## src/hw/rtl/dda_pkg.sv

```systemverilog
// Shared widths, command codes and fixed-point constants of the DDA line rasteriser.
package dda_pkg;

	// Coordinate and fixed-point formats
	localparam int COORD_BITS = 12;
	localparam int FRAC_BITS  = 16;
	localparam int ACC_BITS   = COORD_BITS + FRAC_BITS + 1;
	localparam int STEP_BITS  = FRAC_BITS + 2;
	localparam int STEPS_BITS = COORD_BITS + 1;
	localparam int QUO_BITS   = FRAC_BITS + 1;
	localparam int NUM_BITS   = COORD_BITS + FRAC_BITS;
	localparam int CNT_BITS   = $clog2(FRAC_BITS + 1);

	// Stream payload widths, padded to whole bytes
	localparam int IN_DATA_BITS  = ((4 * COORD_BITS + 7) / 8) * 8;
	localparam int OUT_DATA_BITS = ((2 * COORD_BITS + 7) / 8) * 8;

	// Rounding constants: half a pixel, and half less one lsb for negatives
	localparam logic [ACC_BITS-1:0] ACC_HALF    = ACC_BITS'(1) << (FRAC_BITS - 1);
	localparam logic [ACC_BITS-1:0] ACC_HALF_M1 = ACC_HALF - ACC_BITS'(1);

	// Increment range limits, +1.0 and -1.0 in two's complement
	localparam logic [STEP_BITS-1:0] STEP_ONE       = STEP_BITS'(1) << FRAC_BITS;
	localparam logic [STEP_BITS-1:0] STEP_MINUS_ONE = ~STEP_ONE + STEP_BITS'(1);

	// Command codes carried on the input tuser
	typedef enum logic {
		CMD_START   = 1'b0,
		CMD_ADVANCE = 1'b1
	} cmd_t;

endpackage

```

## src/hw/rtl/dda_line_rasterizer.sv

```systemverilog
// DDA line rasteriser: start/advance sequencer, shared restoring divider and accumulators.
//
// Input stream (s_*): one beat per command. s_tuser is the command: start loads the
// endpoints from s_tdata and prepares the line, advance emits the next pixel.
// Output stream (m_*): one beat per pixel, column and row in m_tdata, m_tlast on the
// line's final pixel. The start point itself is never emitted; a zero-length line and
// an advance with no active line produce no beat.
// A start beat of a nonzero-length line occupies the block while one restoring divider,
// one quotient bit per cycle, works out the column increment and then the row
// increment, each after a set-up state.
// An advance beat adds the increments to the accumulators as it is accepted; in the
// emit state that follows, the rounded pixel is registered in the output register.
// The next advance is not taken until the block is back in idle.
// s_tready is low while a line start is being prepared, while an advance is in its emit
// state and while a pixel sits in the output register without being taken, so a stalled
// receiver holds the block with the pixel stable on m_tdata.
// arst_n clears the line state: no line is active and the output register is empty.
module dda_line_rasterizer (
	input  logic                              clk,
	input  logic                              arst_n,
	// Input stream
	input  logic                              s_tvalid,
	output logic                              s_tready,
	// [11:0] x_start, [23:12] y_start, [35:24] x_end, [47:36] y_end
	input  logic [dda_pkg::IN_DATA_BITS-1:0]  s_tdata,
	// [0] cmd
	input  logic                              s_tuser,
	// Output stream
	output logic                              m_tvalid,
	input  logic                              m_tready,
	// [11:0] pixel_x, [23:12] pixel_y
	output logic [dda_pkg::OUT_DATA_BITS-1:0] m_tdata,
	// last_pixel
	output logic                              m_tlast
);

	localparam int C = dda_pkg::COORD_BITS;
	localparam int F = dda_pkg::FRAC_BITS;
	localparam int A = dda_pkg::ACC_BITS;
	localparam int S = dda_pkg::STEP_BITS;

	typedef enum logic [1:0] {
		ST_IDLE,
		ST_SETUP,
		ST_DIV,
		ST_EMIT
	} state_t;

	state_t                          state_q;
	logic [A-1:0]                    x_accum_q, y_accum_q;
	logic [S-1:0]                    x_step_q, y_step_q;
	logic [dda_pkg::STEPS_BITS-1:0]  steps_left_q;
	logic [C-1:0]                    abs_x_q, abs_y_q, n_q;
	logic                            neg_x_q, neg_y_q;
	logic                            sel_q;
	logic [C-1:0]                    rem_q;
	logic [F:0]                      frac_q;
	logic [dda_pkg::QUO_BITS-1:0]    quo_q;
	logic [dda_pkg::CNT_BITS-1:0]    cnt_q;
	logic                            m_tvalid_q, m_tlast_q;
	logic [C-1:0]                    pix_x_q, pix_y_q;

	// Endpoint differences, magnitudes and step count
	logic [C:0]   dx, dy, ndx, ndy;
	logic [C-1:0] ax, ay, n;
	logic [C-1:0] xs, ys, xe, ye;
	logic         accept;

	assign xs = s_tdata[C-1:0];
	assign ys = s_tdata[2*C-1:C];
	assign xe = s_tdata[3*C-1:2*C];
	assign ye = s_tdata[4*C-1:3*C];

	always_comb begin
		dx  = {1'b0, xe} - {1'b0, xs};
		dy  = {1'b0, ye} - {1'b0, ys};
		ndx = -dx;
		ndy = -dy;
		ax  = dx[C] ? ndx[C-1:0] : dx[C-1:0];
		ay  = dy[C] ? ndy[C-1:0] : dy[C-1:0];
		n   = (ax > ay) ? ax : ay;
	end

	assign s_tready = (state_q == ST_IDLE) && (!m_tvalid_q || m_tready);
	assign accept   = s_tvalid && s_tready;

	// Divider set-up: numerator is |d| << F plus n/2 for round-to-nearest
	logic [C-1:0]                   mag_sel;
	logic [dda_pkg::NUM_BITS-1:0]   num;

	always_comb begin
		mag_sel = sel_q ? abs_y_q : abs_x_q;
		num     = {mag_sel, {F{1'b0}}} + dda_pkg::NUM_BITS'(n_q >> 1);
	end

	// Shared restoring divider step: one quotient bit per cycle
	logic [C:0]                     trial, diff;
	logic                           ge;
	logic [C-1:0]                   rem_next;
	logic [dda_pkg::QUO_BITS-1:0]   quo_next;
	logic [S-1:0]                   mag_step, step_next;
	logic                           neg_sel;

	always_comb begin
		trial     = {rem_q, frac_q[F]};
		ge        = trial >= {1'b0, n_q};
		diff      = trial - {1'b0, n_q};
		rem_next  = ge ? diff[C-1:0] : trial[C-1:0];
		quo_next  = {quo_q[dda_pkg::QUO_BITS-2:0], ge};
		neg_sel   = sel_q ? neg_y_q : neg_x_q;
		mag_step  = {1'b0, quo_next};
		step_next = neg_sel ? -mag_step : mag_step;
	end

	// Accumulator update for an advance
	logic [A-1:0] x_sum, y_sum;

	always_comb begin
		x_sum = x_accum_q + {{(A-S){x_step_q[S-1]}}, x_step_q};
		y_sum = y_accum_q + {{(A-S){y_step_q[S-1]}}, y_step_q};
	end

	// Round half away from zero: negatives add half less one lsb, then floor
	logic [A-1:0] x_round, y_round;

	always_comb begin
		x_round = x_accum_q + (x_accum_q[A-1] ? dda_pkg::ACC_HALF_M1 : dda_pkg::ACC_HALF);
		y_round = y_accum_q + (y_accum_q[A-1] ? dda_pkg::ACC_HALF_M1 : dda_pkg::ACC_HALF);
	end

	// Sequencer, line state and output register
	always_ff @(posedge clk or negedge arst_n) begin
		if (!arst_n) begin
			state_q      <= ST_IDLE;
			x_accum_q    <= '0;
			y_accum_q    <= '0;
			x_step_q     <= '0;
			y_step_q     <= '0;
			steps_left_q <= '0;
			abs_x_q      <= '0;
			abs_y_q      <= '0;
			n_q          <= '0;
			neg_x_q      <= 1'b0;
			neg_y_q      <= 1'b0;
			sel_q        <= 1'b0;
			rem_q        <= '0;
			frac_q       <= '0;
			quo_q        <= '0;
			cnt_q        <= '0;
			m_tvalid_q   <= 1'b0;
			m_tlast_q    <= 1'b0;
			pix_x_q      <= '0;
			pix_y_q      <= '0;
		end else begin
			if (m_tvalid_q && m_tready) begin
				m_tvalid_q <= 1'b0;
			end
			unique case (state_q)
				ST_IDLE: begin
					if (accept) begin
						if (dda_pkg::cmd_t'(s_tuser) == dda_pkg::CMD_START) begin
							x_accum_q    <= {1'b0, xs, {F{1'b0}}};
							y_accum_q    <= {1'b0, ys, {F{1'b0}}};
							x_step_q     <= '0;
							y_step_q     <= '0;
							steps_left_q <= {1'b0, n};
							abs_x_q      <= ax;
							abs_y_q      <= ay;
							neg_x_q      <= dx[C];
							neg_y_q      <= dy[C];
							n_q          <= n;
							sel_q        <= 1'b0;
							if (n != '0) begin
								state_q <= ST_SETUP;
							end
						end else if (steps_left_q != '0) begin
							x_accum_q    <= x_sum;
							y_accum_q    <= y_sum;
							steps_left_q <= steps_left_q - 1'b1;
							state_q      <= ST_EMIT;
						end
					end
				end
				ST_SETUP: begin
					rem_q   <= C'(num[dda_pkg::NUM_BITS-1:F+1]);
					frac_q  <= num[F:0];
					quo_q   <= '0;
					cnt_q   <= '0;
					state_q <= ST_DIV;
				end
				ST_DIV: begin
					rem_q  <= rem_next;
					frac_q <= {frac_q[F-1:0], 1'b0};
					quo_q  <= quo_next;
					cnt_q  <= cnt_q + 1'b1;
					if (cnt_q == dda_pkg::CNT_BITS'(F)) begin
						if (sel_q) begin
							y_step_q <= step_next;
							state_q  <= ST_IDLE;
						end else begin
							x_step_q <= step_next;
							sel_q    <= 1'b1;
							state_q  <= ST_SETUP;
						end
					end
				end
				ST_EMIT: begin
					pix_x_q    <= x_round[F+C-1:F];
					pix_y_q    <= y_round[F+C-1:F];
					m_tlast_q  <= (steps_left_q == '0);
					m_tvalid_q <= 1'b1;
					state_q    <= ST_IDLE;
				end
				default: state_q <= ST_IDLE;
			endcase
		end
	end

	assign m_tvalid = m_tvalid_q;
	assign m_tlast  = m_tlast_q;
	assign m_tdata  = dda_pkg::OUT_DATA_BITS'({pix_y_q, pix_x_q});

	// A pixel only appears after the emit cycle
	a_emit_src: assert property (@(posedge clk) disable iff (!arst_n)
		$rose(m_tvalid) |-> $past(state_q == ST_EMIT))
		else $error("output beat raised outside the emit cycle");

	// Divider remainder always stays below the divisor
	a_rem_range: assert property (@(posedge clk) disable iff (!arst_n)
		(state_q == ST_DIV) |-> (rem_q < n_q))
		else $error("divider remainder out of range");

	// Increments never exceed one pixel in magnitude
	a_step_range: assert property (@(posedge clk) disable iff (!arst_n)
		(state_q == ST_IDLE) |->
		((x_step_q[S-1] == 1'b0 && x_step_q <= dda_pkg::STEP_ONE) ||
		 (x_step_q[S-1] == 1'b1 && x_step_q >= dda_pkg::STEP_MINUS_ONE)) &&
		((y_step_q[S-1] == 1'b0 && y_step_q <= dda_pkg::STEP_ONE) ||
		 (y_step_q[S-1] == 1'b1 && y_step_q >= dda_pkg::STEP_MINUS_ONE)))
		else $error("increment magnitude above one");

	// A pending final pixel means the line is exhausted
	a_last_done: assert property (@(posedge clk) disable iff (!arst_n)
		(m_tvalid && m_tlast) |-> (steps_left_q == '0))
		else $error("final pixel flagged with steps remaining");

endmodule
```

## config.mk

```make
export PLATFORM = sky130hd
export DESIGN_NAME = dda_line_rasterizer
export DESIGN_NICKNAME = d
export VERILOG_FILES = /design/src/hw/rtl/dda_pkg.sv /design/src/hw/rtl/dda_line_rasterizer.sv
export SDC_FILE = /design/constraint.sdc
export NUM_CORES = 1
export LEC_CHECK = 0
export ABC_AREA = 1
export BUFFER_PORTS_ARGS = -buffer_cell sky130_fd_sc_hd__buf_2
export CAP_MARGIN = 20
export CORE_MARGIN = 2
export CORE_UTILIZATION = 40
export CTS_BUF_LIST = sky130_fd_sc_hd__clkbuf_16
export DETAILED_ROUTE_END_ITERATION = 16
export PLACE_DENSITY = 0.6
export SLEW_MARGIN = 20
export SYNTH_ARGS = -nofsm -noshare
export SYNTH_HDL_FRONTEND = slang
export SYNTH_SLANG_ARGS = --single-unit
```

## constraint.sdc

```tcl
create_clock -name clk -period 3.45 [get_ports clk]
set_clock_uncertainty 0.1 [all_clocks]
set_input_delay 0.1725 -clock clk [delete_from_list [all_inputs] [get_ports clk]]
set_output_delay 0.1725 -clock clk [all_outputs]
set_load 0.01 [all_outputs]
```

==> qor.tcl, run 1 <==
set qor(die_x_um) 209
set qor(netSwitchingPower_mw) 7.36
set qor(cts_made_buffers) 26
set qor(routed_wirelength_um) 51700
set qor(nets) 2865
set qor(grt_setup_unrepaired) {true}
set qor(crit_path_end_kind) {register}
set qor(clock_slew_at_reported_path_ffs_ps) 60
set qor(first_global_vias) 16600
set qor(globalRouteOverflowTotal) 0
set qor(multiInputGateArea_um2) 10400
set qor(cts_htree_levels) 1
set qor(synth.lib_cells_used.distinct) 57
set qor(report.final.slew_viol_count) 0
set qor(drt_antenna_net_count) 0
set qor(power.switching_fraction) 0.444
set qor(synth_warnings) 0
set qor(syn_inst) 2345
set qor(max_freq_mhz) 301
set qor(fp.coreArea_um2) 41700
set qor(post-layout-total-power_mw) 16.6
set qor(avgSynthCellArea_um2) 7.15
set qor(route.detailed.vias_per_inst) 5.27
set qor(arrival_ps) 3690
set qor(syn_nets) 2547
set qor(pre_cts_ws_ps) -599
set qor(grt_antenna_before_repair) 0
set qor(reg2reg_from) {rem_q[1]}
set qor(worst_hold_slack_ps) 21.1
set qor(totalNegativeSetupSlack_ps) 0
set qor(die_height_um) 209
set qor(worstHoldPathCells) 4
set qor(placement_rows) 75
set qor(fin_ws_ps) 126
set qor(run_status) {finished, final reports clean}
set qor(cellInternalPower_mw) 9.20
set qor(timing_hold_violations_final) 0
set qor(power.ir.vdd_worst_v) 0.000421
set qor(async_reset_ff_frac) 1.00
set qor(grt_util_all_layers) 0.235
set qor(wirelength_per_cell_um) 16.1
set qor(worst_setup_path_start_kind) {register}
set qor(final_period_minus_worst_setup_slack_ps) 3320
set qor(maxCapViolations) 0
set qor(number_of_storage_elements_in_the_synthesis_netlist) 224
set qor(period_share) 0.963
set qor(finalSetupViolations) 0
set qor(syn_to_final_growth_pct) 26.9
set qor(worstHoldEndpoint) {y_accum_q[20]}
set qor(worstMarginPinSlew_ps) 932
set qor(power.leakage_nw) 10.8
set qor(layout.core_utilization) 0.511
set qor(min-delay-start) {s_tdata[16]}
set qor(power.density_cell_area_nw_per_um2) 778
set qor(cts-root-to-sink-buffers) 3
set qor(r2r_cells) 22
set qor(r2r-end) {x_step_q[14]}
set qor(grt_max_degree) 78
set qor(worst_skew_pair.late_latency_ps) 540
set qor(timing.critical_path.required_ps) 3810
set qor(place.detailed.hpwl_um) 40100
set qor(timing.reg2reg.setup_slack_ps) 130
set qor(floorplan.initialDensity) 0.402
set qor(total_via_count_in_the_routed_design) 17000
set qor(synth.cell_area_um2) 16800
set qor(num_antenna_cells) 0
set qor(io_pins) 80
set qor(share_of_final_layout_standard_cells_stronger_than_drive_strength_1) 0.212
set qor(timing_worst_setup_path_type) {reg -> reg}
set qor(grt_pass1_wl_um) 83600
set qor(clock_power_share) 0.183
set qor(synth_enable_flop_cells) 0
set qor(detail_route.first_pass.iterations) 7
set qor(numPortBuffers) 79
set qor(post-route-drc-count) 0
set qor(clkSinkCount) 224
set qor(relSlewSlack) 0.378
set qor(sequential_cell_area_um2) 5610
set qor(sequential_fraction_of_design_power) 0.263
set qor(place_congestion) 0.929
set qor(die_area_um2) 43600
set qor(postSynth.topFlopCell) {sky130_fd_sc_hd__dfrtp_1}
set qor(cts_tree) {built}
set qor(pwr-share-comb) 0.554
set qor(holdCritPathClass) {in -> reg}
set qor(worst-path-max-fanout) 3
set qor(synth_seq_area_share) 0.334
set qor(detailedRoute.firstIterationViolations) 925
set qor(layout.filler_cells) 4071
set qor(ctsRootBufferMaster) {sky130_fd_sc_hd__clkbuf_16}
[final cells by class]
cell class                 instances  area share
clock buffer                      27      0.0317
timing repair buffer             348       0.120
sequential                       224       0.263
multi-input combinational       1768       0.487
tap                              539      0.0317
inverter                         295      0.0537
clock inverter                    20      0.0122
[routing by layer]
layer  vias to the layer above  global-route usage  part of all wire
met5                         -                   0                 0
met2                       323               0.420              0.49
li1                       8517                   -                 -
met1                      8055               0.307              0.44
met4                         0              0.0623             0.025
met3                        73              0.0188             0.036
[layout by cell type (no fill, tap or decap), types with 6 or more instances in the layout]
master / n
sky130_fd_sc_hd__nand2_1: 598
sky130_fd_sc_hd__inv_1: 269
sky130_fd_sc_hd__buf_4: 243
sky130_fd_sc_hd__dfrtp_1: 224
sky130_fd_sc_hd__o21ai_0: 189
sky130_fd_sc_hd__nor2_1: 142
sky130_fd_sc_hd__a21oi_1: 129
sky130_fd_sc_hd__ha_1: 127
sky130_fd_sc_hd__nand3_1: 121
sky130_fd_sc_hd__buf_2: 75
sky130_fd_sc_hd__nand2_2: 50
sky130_fd_sc_hd__nor3_1: 36
sky130_fd_sc_hd__xor2_1: 30
sky130_fd_sc_hd__a31oi_1: 30
sky130_fd_sc_hd__nand3_2: 28
sky130_fd_sc_hd__clkbuf_16: 27
sky130_fd_sc_hd__o211ai_1: 24
sky130_fd_sc_hd__nand4_1: 23
sky130_fd_sc_hd__inv_2: 21
sky130_fd_sc_hd__o22ai_1: 21
sky130_fd_sc_hd__a22oi_1: 18
sky130_fd_sc_hd__dlygate4sd3_1: 17
sky130_fd_sc_hd__ha_4: 16
sky130_fd_sc_hd__nor2_2: 13
sky130_fd_sc_hd__or2_2: 13
sky130_fd_sc_hd__o221ai_1: 13
sky130_fd_sc_hd__o21ai_1: 12
sky130_fd_sc_hd__xnor2_1: 12
sky130_fd_sc_hd__nor4_1: 11
sky130_fd_sc_hd__a21oi_2: 10
sky130_fd_sc_hd__a21o_1: 9
sky130_fd_sc_hd__o21ai_2: 9
sky130_fd_sc_hd__nand3b_1: 8
sky130_fd_sc_hd__buf_6: 8
sky130_fd_sc_hd__o21bai_1: 7
sky130_fd_sc_hd__nor2_4: 7
sky130_fd_sc_hd__a211oi_1: 7
sky130_fd_sc_hd__o21a_1: 6
sky130_fd_sc_hd__bufinv_16: 6
[cell families (layout without fill, tap and decap cells)]
family / count (synthesis) / after routing / share of synthesized area
adders and majority gates: 149 / 149 / 0.113
and+or+nand+nor: 1068 / 1068 / 0.272
DFF: 224 / 224 / 0.334
buffers and inverters: 353 / 690 / 0.0821
AOI/OAI and AO/OA: 509 / 509 / 0.176
xor gates and xnor gates: 42 / 42 / 0.0219
[worst max-delay path: stages, from the launching register on]
cell                       delay [ps]
sky130_fd_sc_hd__dfrtp_1          420
sky130_fd_sc_hd__ha_4             260
sky130_fd_sc_hd__a21oi_2          110
sky130_fd_sc_hd__nand2_1           90
sky130_fd_sc_hd__a21boi_1         160
sky130_fd_sc_hd__buf_4            140
sky130_fd_sc_hd__nand3b_1         110
sky130_fd_sc_hd__nand3_2          100
sky130_fd_sc_hd__inv_4            100
sky130_fd_sc_hd__ha_4             140
sky130_fd_sc_hd__inv_2             30
sky130_fd_sc_hd__nor3_2           160
sky130_fd_sc_hd__inv_1             80
sky130_fd_sc_hd__nor3_2           150
sky130_fd_sc_hd__buf_4            150
sky130_fd_sc_hd__a31oi_4           80
sky130_fd_sc_hd__nor2_2           130
sky130_fd_sc_hd__inv_2             60
sky130_fd_sc_hd__nor2_4           150
sky130_fd_sc_hd__a21oi_2          100
sky130_fd_sc_hd__a21oi_2          170
sky130_fd_sc_hd__o21ai_2          110
sky130_fd_sc_hd__o21ai_1          140
[flip-flops by register name, summed over array words and instances (netlist names), 13 cells and up]
signal,flops
y_step_q,18
quo_q,16
frac_q,17
x_step_q,18
y_accum_q,29
steps_left_q,13
x_accum_q,29
[power by group through the flow]
stage | registers [mW] | logic [mW] | clock network (mW)
2_1_floorplan | 4.23 | 5.63 | 0
3_3_place_gp | 4.35 | 8.38 | 0
3_5_place_dp | 4.37 | 8.55 | 0
4_1_cts | 4.34 | 8.63 | 3.09
5_1_grt | 4.47 | 10.4 | 3.19
6_report | 4.35 | 9.18 | 3.03
[how the worst max path moves through the flow]
stage	startpoint	to	cells after the start
6_report	rem_q[1]	x_step_q[14]	22
5_1_grt	n_q[2]	y_step_q[16]	23
4_1_cts	s_tdata[24]	state_q[0]	32
3_5_place_dp	s_tdata[24]	state_q[0]	32
3_3_place_gp	s_tdata[24]	state_q[0]	32
2_1_floorplan	s_tdata[24]	state_q[0]	32
[cell usage after synthesis (4+ instances only)]
master	instances	share of area
sky130_fd_sc_hd__a22o_1	4	0.0021
sky130_fd_sc_hd__o2111ai_1	4	0.0021
sky130_fd_sc_hd__o21a_1	6	0.0027
sky130_fd_sc_hd__nor2_1	154	0.034
sky130_fd_sc_hd__inv_2	6	0.0013
sky130_fd_sc_hd__o21ai_0	198	0.059
sky130_fd_sc_hd__o21ai_1	10	0.0030
sky130_fd_sc_hd__o21bai_1	7	0.0031
sky130_fd_sc_hd__nor3_1	39	0.012
sky130_fd_sc_hd__nand2_1	631	0.14
sky130_fd_sc_hd__nand3b_1	8	0.0036
sky130_fd_sc_hd__nand2_2	19	0.0071
sky130_fd_sc_hd__ha_1	144	0.11
sky130_fd_sc_hd__xor2_1	30	0.016
sky130_fd_sc_hd__nor4_1	11	0.0041
sky130_fd_sc_hd__dfrtp_1	224	0.33
sky130_fd_sc_hd__a21oi_1	137	0.041
sky130_fd_sc_hd__inv_1	285	0.064
sky130_fd_sc_hd__nand3_2	6	0.0036
sky130_fd_sc_hd__o221ai_1	13	0.0068
sky130_fd_sc_hd__fa_1	5	0.0060
sky130_fd_sc_hd__a22oi_1	18	0.0081
sky130_fd_sc_hd__nand3_1	145	0.043
sky130_fd_sc_hd__nand4_1	23	0.0086
sky130_fd_sc_hd__xnor2_1	12	0.0063
sky130_fd_sc_hd__nor2_2	7	0.0026
sky130_fd_sc_hd__clkbuf_1	43	0.0096
sky130_fd_sc_hd__a211oi_1	7	0.0031
sky130_fd_sc_hd__a31oi_1	31	0.012
sky130_fd_sc_hd__o22ai_1	21	0.0078
sky130_fd_sc_hd__a21o_1	9	0.0040
sky130_fd_sc_hd__o211ai_1	24	0.011
sky130_fd_sc_hd__buf_1	4	0.00090
sky130_fd_sc_hd__or2_2	13	0.0049
sky130_fd_sc_hd__buf_2	8	0.0024
[per-stage QoR]
stage / area [µm²] / std cells
after floorplan: 16900 / 2345
after global placement: 19500 / 3142
after detailed placement: 19500 / 3142
after CTS: 20600 / 3206
after global routing: 21300 / 3221
final: 21300 / 3221
[what timing repair did]
action                                  in CTS  in global routing
resized for setup                            5                145
pin swaps                                    0                 90
buffers inserted                             0                 17
endpoints found under the hold margin       88                  0
hold buffers                                17                  0
endpoints found under the setup margin       8                 33
gates cloned                                 0                  0
(Power assumes the default switching activity.)
==> inputs of run 2 (changes only) <==
Settings changed: CTS_BUF_LIST sky130_fd_sc_hd__clkbuf_16 to sky130_fd_sc_hd__clkbuf_8, PLACE_DENSITY 0.6 to 0.58.
Clock period 3.45 ns to 3.65 ns, I/O delays scaled along.
==> qor.tcl, run 2 (same netlist as run 1, synthesis figures left out) <==
set qor(maxCapViolations) 0 ;# unchanged
set qor(syn_to_final_growth_pct) 23.0 ;# was 26.9%
set qor(grt_antenna_before_repair) 2 ;# was 0
set qor(dp_cells) 3102 ;# was 3142
set qor(power.ir.vdd_worst_v) 0.000411 ;# was 0.000421 V
set qor(timing_hold_violations_final) 0 ;# unchanged
set qor(nets) 2838 ;# was 2865
set qor(worstMarginPinSlew_ps) 927 ;# was 932 ps
set qor(cts_tree) {built} ;# unchanged
set qor(grt_max_degree) 110 ;# was 78
set qor(detail_route.first_pass.iterations) 5 ;# was 7
set qor(top_regs) {x_accum_q (29), y_accum_q (29)} ;# unchanged
set qor(r2r_cells) 21 ;# was 22
set qor(num_antenna_cells) 0 ;# unchanged
set qor(max_stage_delay_ps) 440 ;# was 420 ps
set qor(io_pins) 80 ;# unchanged
set qor(dpl-instance-area_um2) 19100 ;# was 19500 µm²
set qor(holdCritPathClass) {in -> reg} ;# unchanged
set qor(globalRouteOverflowTotal) 0 ;# unchanged
set qor(clock_slew_at_reported_path_ffs_ps) 60 ;# about the same
set qor(numPortBuffers) 79 ;# unchanged
set qor(timing.critical_path.required_ps) 4060 ;# was 3810 ps
set qor(fp.coreArea_um2) 41700 ;# unchanged
set qor(reg2reg_from) {n_q[4]} ;# was rem_q[1]
set qor(final_period_minus_worst_setup_slack_ps) 3410
set qor(ctsRootBufferMaster) {sky130_fd_sc_hd__clkbuf_8} ;# was sky130_fd_sc_hd__clkbuf_16
set qor(post-layout-total-power_mw) 14.8 ;# was 16.6 mW
set qor(die_x_um) 209 ;# unchanged
set qor(netSwitchingPower_mw) 6.84 ;# was 7.36 mW
set qor(finalSetupViolations) 0 ;# unchanged
set qor(power.density_cell_area_nw_per_um2) 716 ;# was 778 nW/µm²
set qor(placement_rows) 75 ;# unchanged
set qor(most_prevalent_standard_cell_on_the_critical_path) {sky130_fd_sc_hd__nand2_2} ;# was sky130_fd_sc_hd__a21oi_2
set qor(grt_setup_unrepaired) {true} ;# unchanged
set qor(pwr-share-comb) 0.550 ;# was 0.554
set qor(total_via_count_in_the_routed_design) 16800 ;# was 17.0k
set qor(floorplan.initialDensity) 0.402 ;# unchanged
set qor(routed_wirelength_um) 51500 ;# was 51700 µm
set qor(critical-path-slowest-cell) {sky130_fd_sc_hd__fa_2} ;# was sky130_fd_sc_hd__dfrtp_1
set qor(layout_common_cells) {sky130_fd_sc_hd__nand2_1, sky130_fd_sc_hd__inv_1, sky130_fd_sc_hd__dfrtp_1} ;# was sky130_fd_sc_hd__nand2_1, sky130_fd_sc_hd__inv_1, sky130_fd_sc_hd__buf_4
set qor(first_global_vias) 16400 ;# was 16.6k
set qor(share_of_final_layout_standard_cells_stronger_than_drive_strength_1) 0.186 ;# was 0.212
set qor(worst-path-max-fanout) 5 ;# was 3
set qor(layout_commonest_cell) {sky130_fd_sc_hd__nand2_1} ;# unchanged
set qor(timing.reg2reg.setup_slack_ps) 290 ;# was 130 ps
set qor(worst_setup_path_start_kind) {primary input} ;# was register
set qor(final_cells) 3206 ;# was 3221
set qor(multiInputGateArea_um2) 10100 ;# was 10400 µm²
set qor(worst_hold_slack_ps) 33.7 ;# was 21.1 ps
set qor(post-route-cell-area_um2) 20600 ;# was 21300 µm²
set qor(setup.worst_path.start) {s_tdata[24]} ;# was rem_q[1]
set qor(period_share) 0.935
set qor(die_height_um) 209 ;# unchanged
set qor(layout.filler_cells) 4162 ;# was 4071
set qor(clkSinkCount) 224 ;# unchanged
set qor(sequential_cell_area_um2) 5610 ;# unchanged
set qor(crit_path_end_kind) {register} ;# unchanged
set qor(drt_antenna_net_count) 0 ;# unchanged
set qor(timing_worst_setup_path_type) {in -> reg} ;# was reg -> reg
set qor(worst_skew_pair.late_latency_ps) 590 ;# was 540 ps
set qor(power.switching_fraction) 0.463 ;# was 0.444
set qor(grt_util_all_layers) 0.235 ;# about the same
set qor(detailedRoute.firstIterationViolations) 1107 ;# was 925
set qor(r2r-end) {y_step_q[14]} ;# was x_step_q[14]
set qor(place_congestion) 0.927 ;# was 0.929
set qor(die_area_um2) 43600 ;# unchanged
set qor(cellInternalPower_mw) 7.93 ;# was 9.20 mW
set qor(grt_pass1_wl_um) 82900 ;# was 83600 µm
set qor(timing.critical_path.to) {state_q[0]} ;# was x_step_q[14]
set qor(route.detailed.vias_per_inst) 5.25 ;# was 5.27
set qor(power.leakage_nw) 10.6 ;# was 10.8 nW
set qor(relSlewSlack) 0.382 ;# was 0.378
set qor(clock_power_share) 0.170 ;# was 0.183
set qor(sequential_fraction_of_design_power) 0.280 ;# was 0.263
set qor(report.final.slew_viol_count) 0 ;# unchanged
set qor(place.detailed.hpwl_um) 40000 ;# was 40100 µm
set qor(run_status) {finished, final reports clean} ;# unchanged
set qor(cts_htree_levels) 2 ;# was 1
set qor(wirelength_per_cell_um) 16.0 ;# was 16.1 µm
set qor(post-route-drc-count) 0 ;# unchanged
set qor(arrival_ps) 3830 ;# was 3690 ps
set qor(cts-root-to-sink-buffers) 3 ;# unchanged
set qor(cts_made_buffers) 41 ;# was 26
set qor(max_freq_mhz) 293
[run 2: power by group through the flow]
stage | clock [mW] | combinational, mW | sequential (mW)
2_1_floorplan | 0 | 5.27 | 4.00
3_3_place_gp | 0 | 7.56 | 4.13
3_5_place_dp | 0 | 7.72 | 4.15
4_1_cts | 2.60 | 7.78 | 4.12
5_1_grt | 2.70 | 9.17 | 4.25
6_report | 2.51 | 8.13 | 4.13
[run 2: worst min path at each step]
stage / cells past startpoint / start / end
final: 4 / s_tdata[4] / x_accum_q[20]
after global placement: 1 / arst_n / x_accum_q[27]
after global routing: 4 / s_tdata[4] / x_accum_q[20]
after CTS: 6 / s_tvalid / steps_left_q[12]
after detailed placement: 1 / arst_n / x_accum_q[27]
after floorplan: 0 / arst_n / abs_x_q[0]
[run 2: repair_timing]
item | in CTS | in global routing
hold endpoints to repair | 126 | 0
endpoints found under the setup margin | 1 | 30
pin swaps | 0 | 43
gates resized for setup | 1 | 91
buffers inserted | 0 | 8
cloned | 0 | 1
hold buffers | 21 | 0
[run 2: area by class of cell]
class                      count  share of cell area
multi-input combinational   1768               0.491
clock inverter                22             0.00691
inverter                     295              0.0551
sequential                   224               0.272
tap                          539              0.0327
timing repair buffer         306               0.108
clock buffer                  52              0.0347
[run 2: through the flow]
step                       util  setup WS [ps]  setup TNS [ps]
after detailed placement  0.459           -496           -7920
final                     0.495            238               0
after floorplan               -           27.5               0
after global placement    0.459           -336           -4430
after global routing      0.495          -48.1            -113
after CTS                 0.484           41.5               0
[run 2: metal layers]
metal / track usage / share of wire
met1: 0.301 / 0.44
met3: 0.0386 / 0.046
met5: 0 / 0.00025
met2: 0.400 / 0.49
met4: 0.0857 / 0.030
[run 2: critical path, delay by kind of cell]
kind / cells / cell delay [ps]
fa+ha+maj: 3 / 810
simple gates: 20 / 1920
compound gates: 2 / 270
buf+inv: 7 / 650
==> inputs of run 3 (changes only) <==
Settings changed: CORE_UTILIZATION 40 to 50, PLACE_DENSITY 0.58 to 0.69.
==> qor.tcl, run 3 (same netlist as run 1, synthesis figures left out) <==
set qor(top_regs) {x_accum_q (29), y_accum_q (29)} ;# unchanged
set qor(detail_route.first_pass.iterations) 5 ;# unchanged
set qor(fp.coreArea_um2) 33300 ;# was 41700 µm²
set qor(layout.core_utilization) 0.614 ;# was 0.495
set qor(num_antenna_cells) 0 ;# unchanged
set qor(timing.critical_path.required_ps) 4080 ;# was 4060 ps
set qor(power.density_cell_area_nw_per_um2) 718 ;# was 716 nW/µm²
set qor(ctsRootBufferMaster) {sky130_fd_sc_hd__clkbuf_8} ;# unchanged
set qor(pre_cts_ws_ps) -429 ;# was -496 ps
set qor(die_height_um) 187 ;# was 209 µm
set qor(layout_common_cells) {sky130_fd_sc_hd__nand2_1, sky130_fd_sc_hd__inv_1, sky130_fd_sc_hd__dfrtp_1} ;# unchanged
set qor(period_share) 0.947 ;# was 0.935
set qor(critical-path-slowest-cell) {sky130_fd_sc_hd__dlygate4sd3_1} ;# was sky130_fd_sc_hd__fa_2
set qor(grt_max_degree) 122 ;# was 110
set qor(io_pins) 80 ;# unchanged
set qor(die_x_um) 187 ;# was 209 µm
set qor(clock_slew_at_reported_path_ffs_ps) 60 ;# about the same
set qor(most_prevalent_standard_cell_on_the_critical_path) {sky130_fd_sc_hd__nand2_1} ;# was sky130_fd_sc_hd__nand2_2
set qor(timing_worst_setup_path_type) {in -> reg} ;# unchanged
set qor(cts_tree) {built} ;# unchanged
set qor(cts_htree_levels) 2 ;# unchanged
set qor(reg2reg_from) {n_q[2]} ;# was n_q[4]
set qor(layout.filler_cells) 3048 ;# was 4162
set qor(fin_ws_ps) 192 ;# was 238 ps
set qor(floorplan.initialDensity) 0.504 ;# was 0.402
set qor(cts-root-to-sink-buffers) 3 ;# unchanged
set qor(min-delay-start) {s_tdata[0]} ;# was s_tdata[4]
set qor(placement_rows) 67 ;# was 75
set qor(clkSinkCount) 224 ;# unchanged
set qor(layout_commonest_cell) {sky130_fd_sc_hd__nand2_1} ;# unchanged
set qor(max_freq_mhz) 289 ;# was 293 MHz
set qor(timing_hold_violations_final) 0 ;# unchanged
set qor(run_status) {finished, final reports clean} ;# unchanged
set qor(arrival_ps) 3890 ;# was 3830 ps
set qor(cts_made_buffers) 41 ;# unchanged
set qor(total_via_count_in_the_routed_design) 16900 ;# was 16.8k
set qor(maxCapViolations) 0 ;# unchanged
set qor(share_of_final_layout_standard_cells_stronger_than_drive_strength_1) 0.178 ;# was 0.186
set qor(routed_wirelength_um) 49700 ;# was 51500 µm
set qor(die_area_um2) 35000 ;# was 43600 µm²
set qor(route.detailed.vias_per_inst) 5.45 ;# was 5.25
set qor(power.leakage_nw) 10.6 ;# about the same
set qor(nets) 2827 ;# was 2838
set qor(grt_antenna_before_repair) 0 ;# was 2
set qor(worst-path-max-fanout) 3 ;# was 5
set qor(holdCritPathClass) {in -> reg} ;# unchanged
set qor(worst_hold_slack_ps) 43.5 ;# was 33.7 ps
set qor(place.detailed.hpwl_um) 38000 ;# was 40000 µm
set qor(numPortBuffers) 79 ;# unchanged
set qor(relSlewSlack) 0.372 ;# was 0.382
set qor(worstMarginPinSlew_ps) 942 ;# was 927 ps
set qor(post-route-drc-count) 0 ;# unchanged
set qor(setup.worst_path.start) {s_tdata[8]} ;# was s_tdata[24]
set qor(grt_pass1_wl_um) 81700 ;# was 82900 µm
set qor(worst_skew_pair.late_latency_ps) 600 ;# was 590 ps
set qor(report.final.slew_viol_count) 0 ;# unchanged
set qor(max_stage_delay_ps) 540 ;# was 440 ps
set qor(dp_cells) 2998 ;# was 3102
set qor(post-route-cell-area_um2) 20400 ;# was 20600 µm²
set qor(globalRouteOverflowTotal) 0 ;# unchanged
set qor(totalNegativeSetupSlack_ps) 0 ;# unchanged
set qor(drt_antenna_net_count) 0 ;# unchanged
set qor(final_cells) 3104 ;# was 3206
set qor(wirelength_per_cell_um) 16.0 ;# about the same
set qor(detailedRoute.firstIterationViolations) 1019 ;# was 1107
set qor(grt_setup_unrepaired) {true} ;# unchanged
set qor(first_global_vias) 16600 ;# was 16.4k
set qor(final_period_minus_worst_setup_slack_ps) 3460 ;# was 3410 ps
set qor(crit_path_end_kind) {register} ;# unchanged
set qor(grt_util_all_layers) 0.284 ;# was 0.235
set qor(finalSetupViolations) 0 ;# unchanged
set qor(post-layout-total-power_mw) 14.7 ;# was 14.8 mW
set qor(power.ir.vdd_worst_v) 0.000446 ;# was 0.000411 V
set qor(syn_to_final_growth_pct) 21.9 ;# was 23.0%
set qor(worst_setup_path_start_kind) {primary input} ;# unchanged
set qor(dpl-instance-area_um2) 18900 ;# was 19100 µm²
set qor(place_congestion) 0.921 ;# was 0.927
run 3: cell types whose count changed in the layout (fill, tap and decap cells not counted), sizes merged:
cell	change
buf	-12
clkinvlp	-5
inv	+4
dlygate4sd3	+2
bufinv	+1
clkbuf	-1
run 3: layout make-up:
class                           instances  area (µm²)  area share
Multi-Input combinational cell       1768       10100       0.496
Tap cell                              448         561      0.0274
Clock buffer                           52         716      0.0350
Inverter                              295        1120      0.0550
Timing Repair Buffer                  295        2130       0.104
Sequential cell                       224        5610       0.274
Clock inverter                         22         179     0.00875
run 3: repair_timing:
action,CTS,global route
endpoints found under the setup margin,3,30
hold endpoints to repair,139,0
gates resized for setup,1,79
buffers inserted,0,8
pin swaps,0,32
hold buffers,23,0
gates cloned,0,1
run 3: worst paths after layout:
path / to / slack, ps / cells after the start
max: state_q[1] / 190 / 29
min reg2reg: pix_x_q[2] / 370 / 2
min: abs_x_q[0] / 40 / 4
max in group asynchronous: rem_q[2] / 2210 / 3
max reg2reg: y_step_q[14] / 200 / 22
min in group asynchronous: pix_x_q[7] / 150 / 2
run 3: per-layer routing:
metal	up-vias	GRT usage	share of wire
li1	8450	-	-
met1	7986	0.359	0.44
met2	379	0.508	0.50
met3	88	0.0341	0.042
met4	0	0.0836	0.024
met5	-	0	0
run 3: power breakdown:
part | switching, mW | internal [mW] | total [mW]
clock | 1.17 | 1.45 | 2.61
combinational | 4.88 | 3.06 | 7.94
sequential | 0.732 | 3.39 | 4.12
run 3: worst max-delay path, delay by kind of cell:
family / cells / cell delay (ps)
adder cells (fa/ha/maj): 2 / 570
buffers and inverters: 7 / 1230
AO/OA/AOI/OAI: 3 / 380
AND/OR/NAND/NOR: 17 / 1510
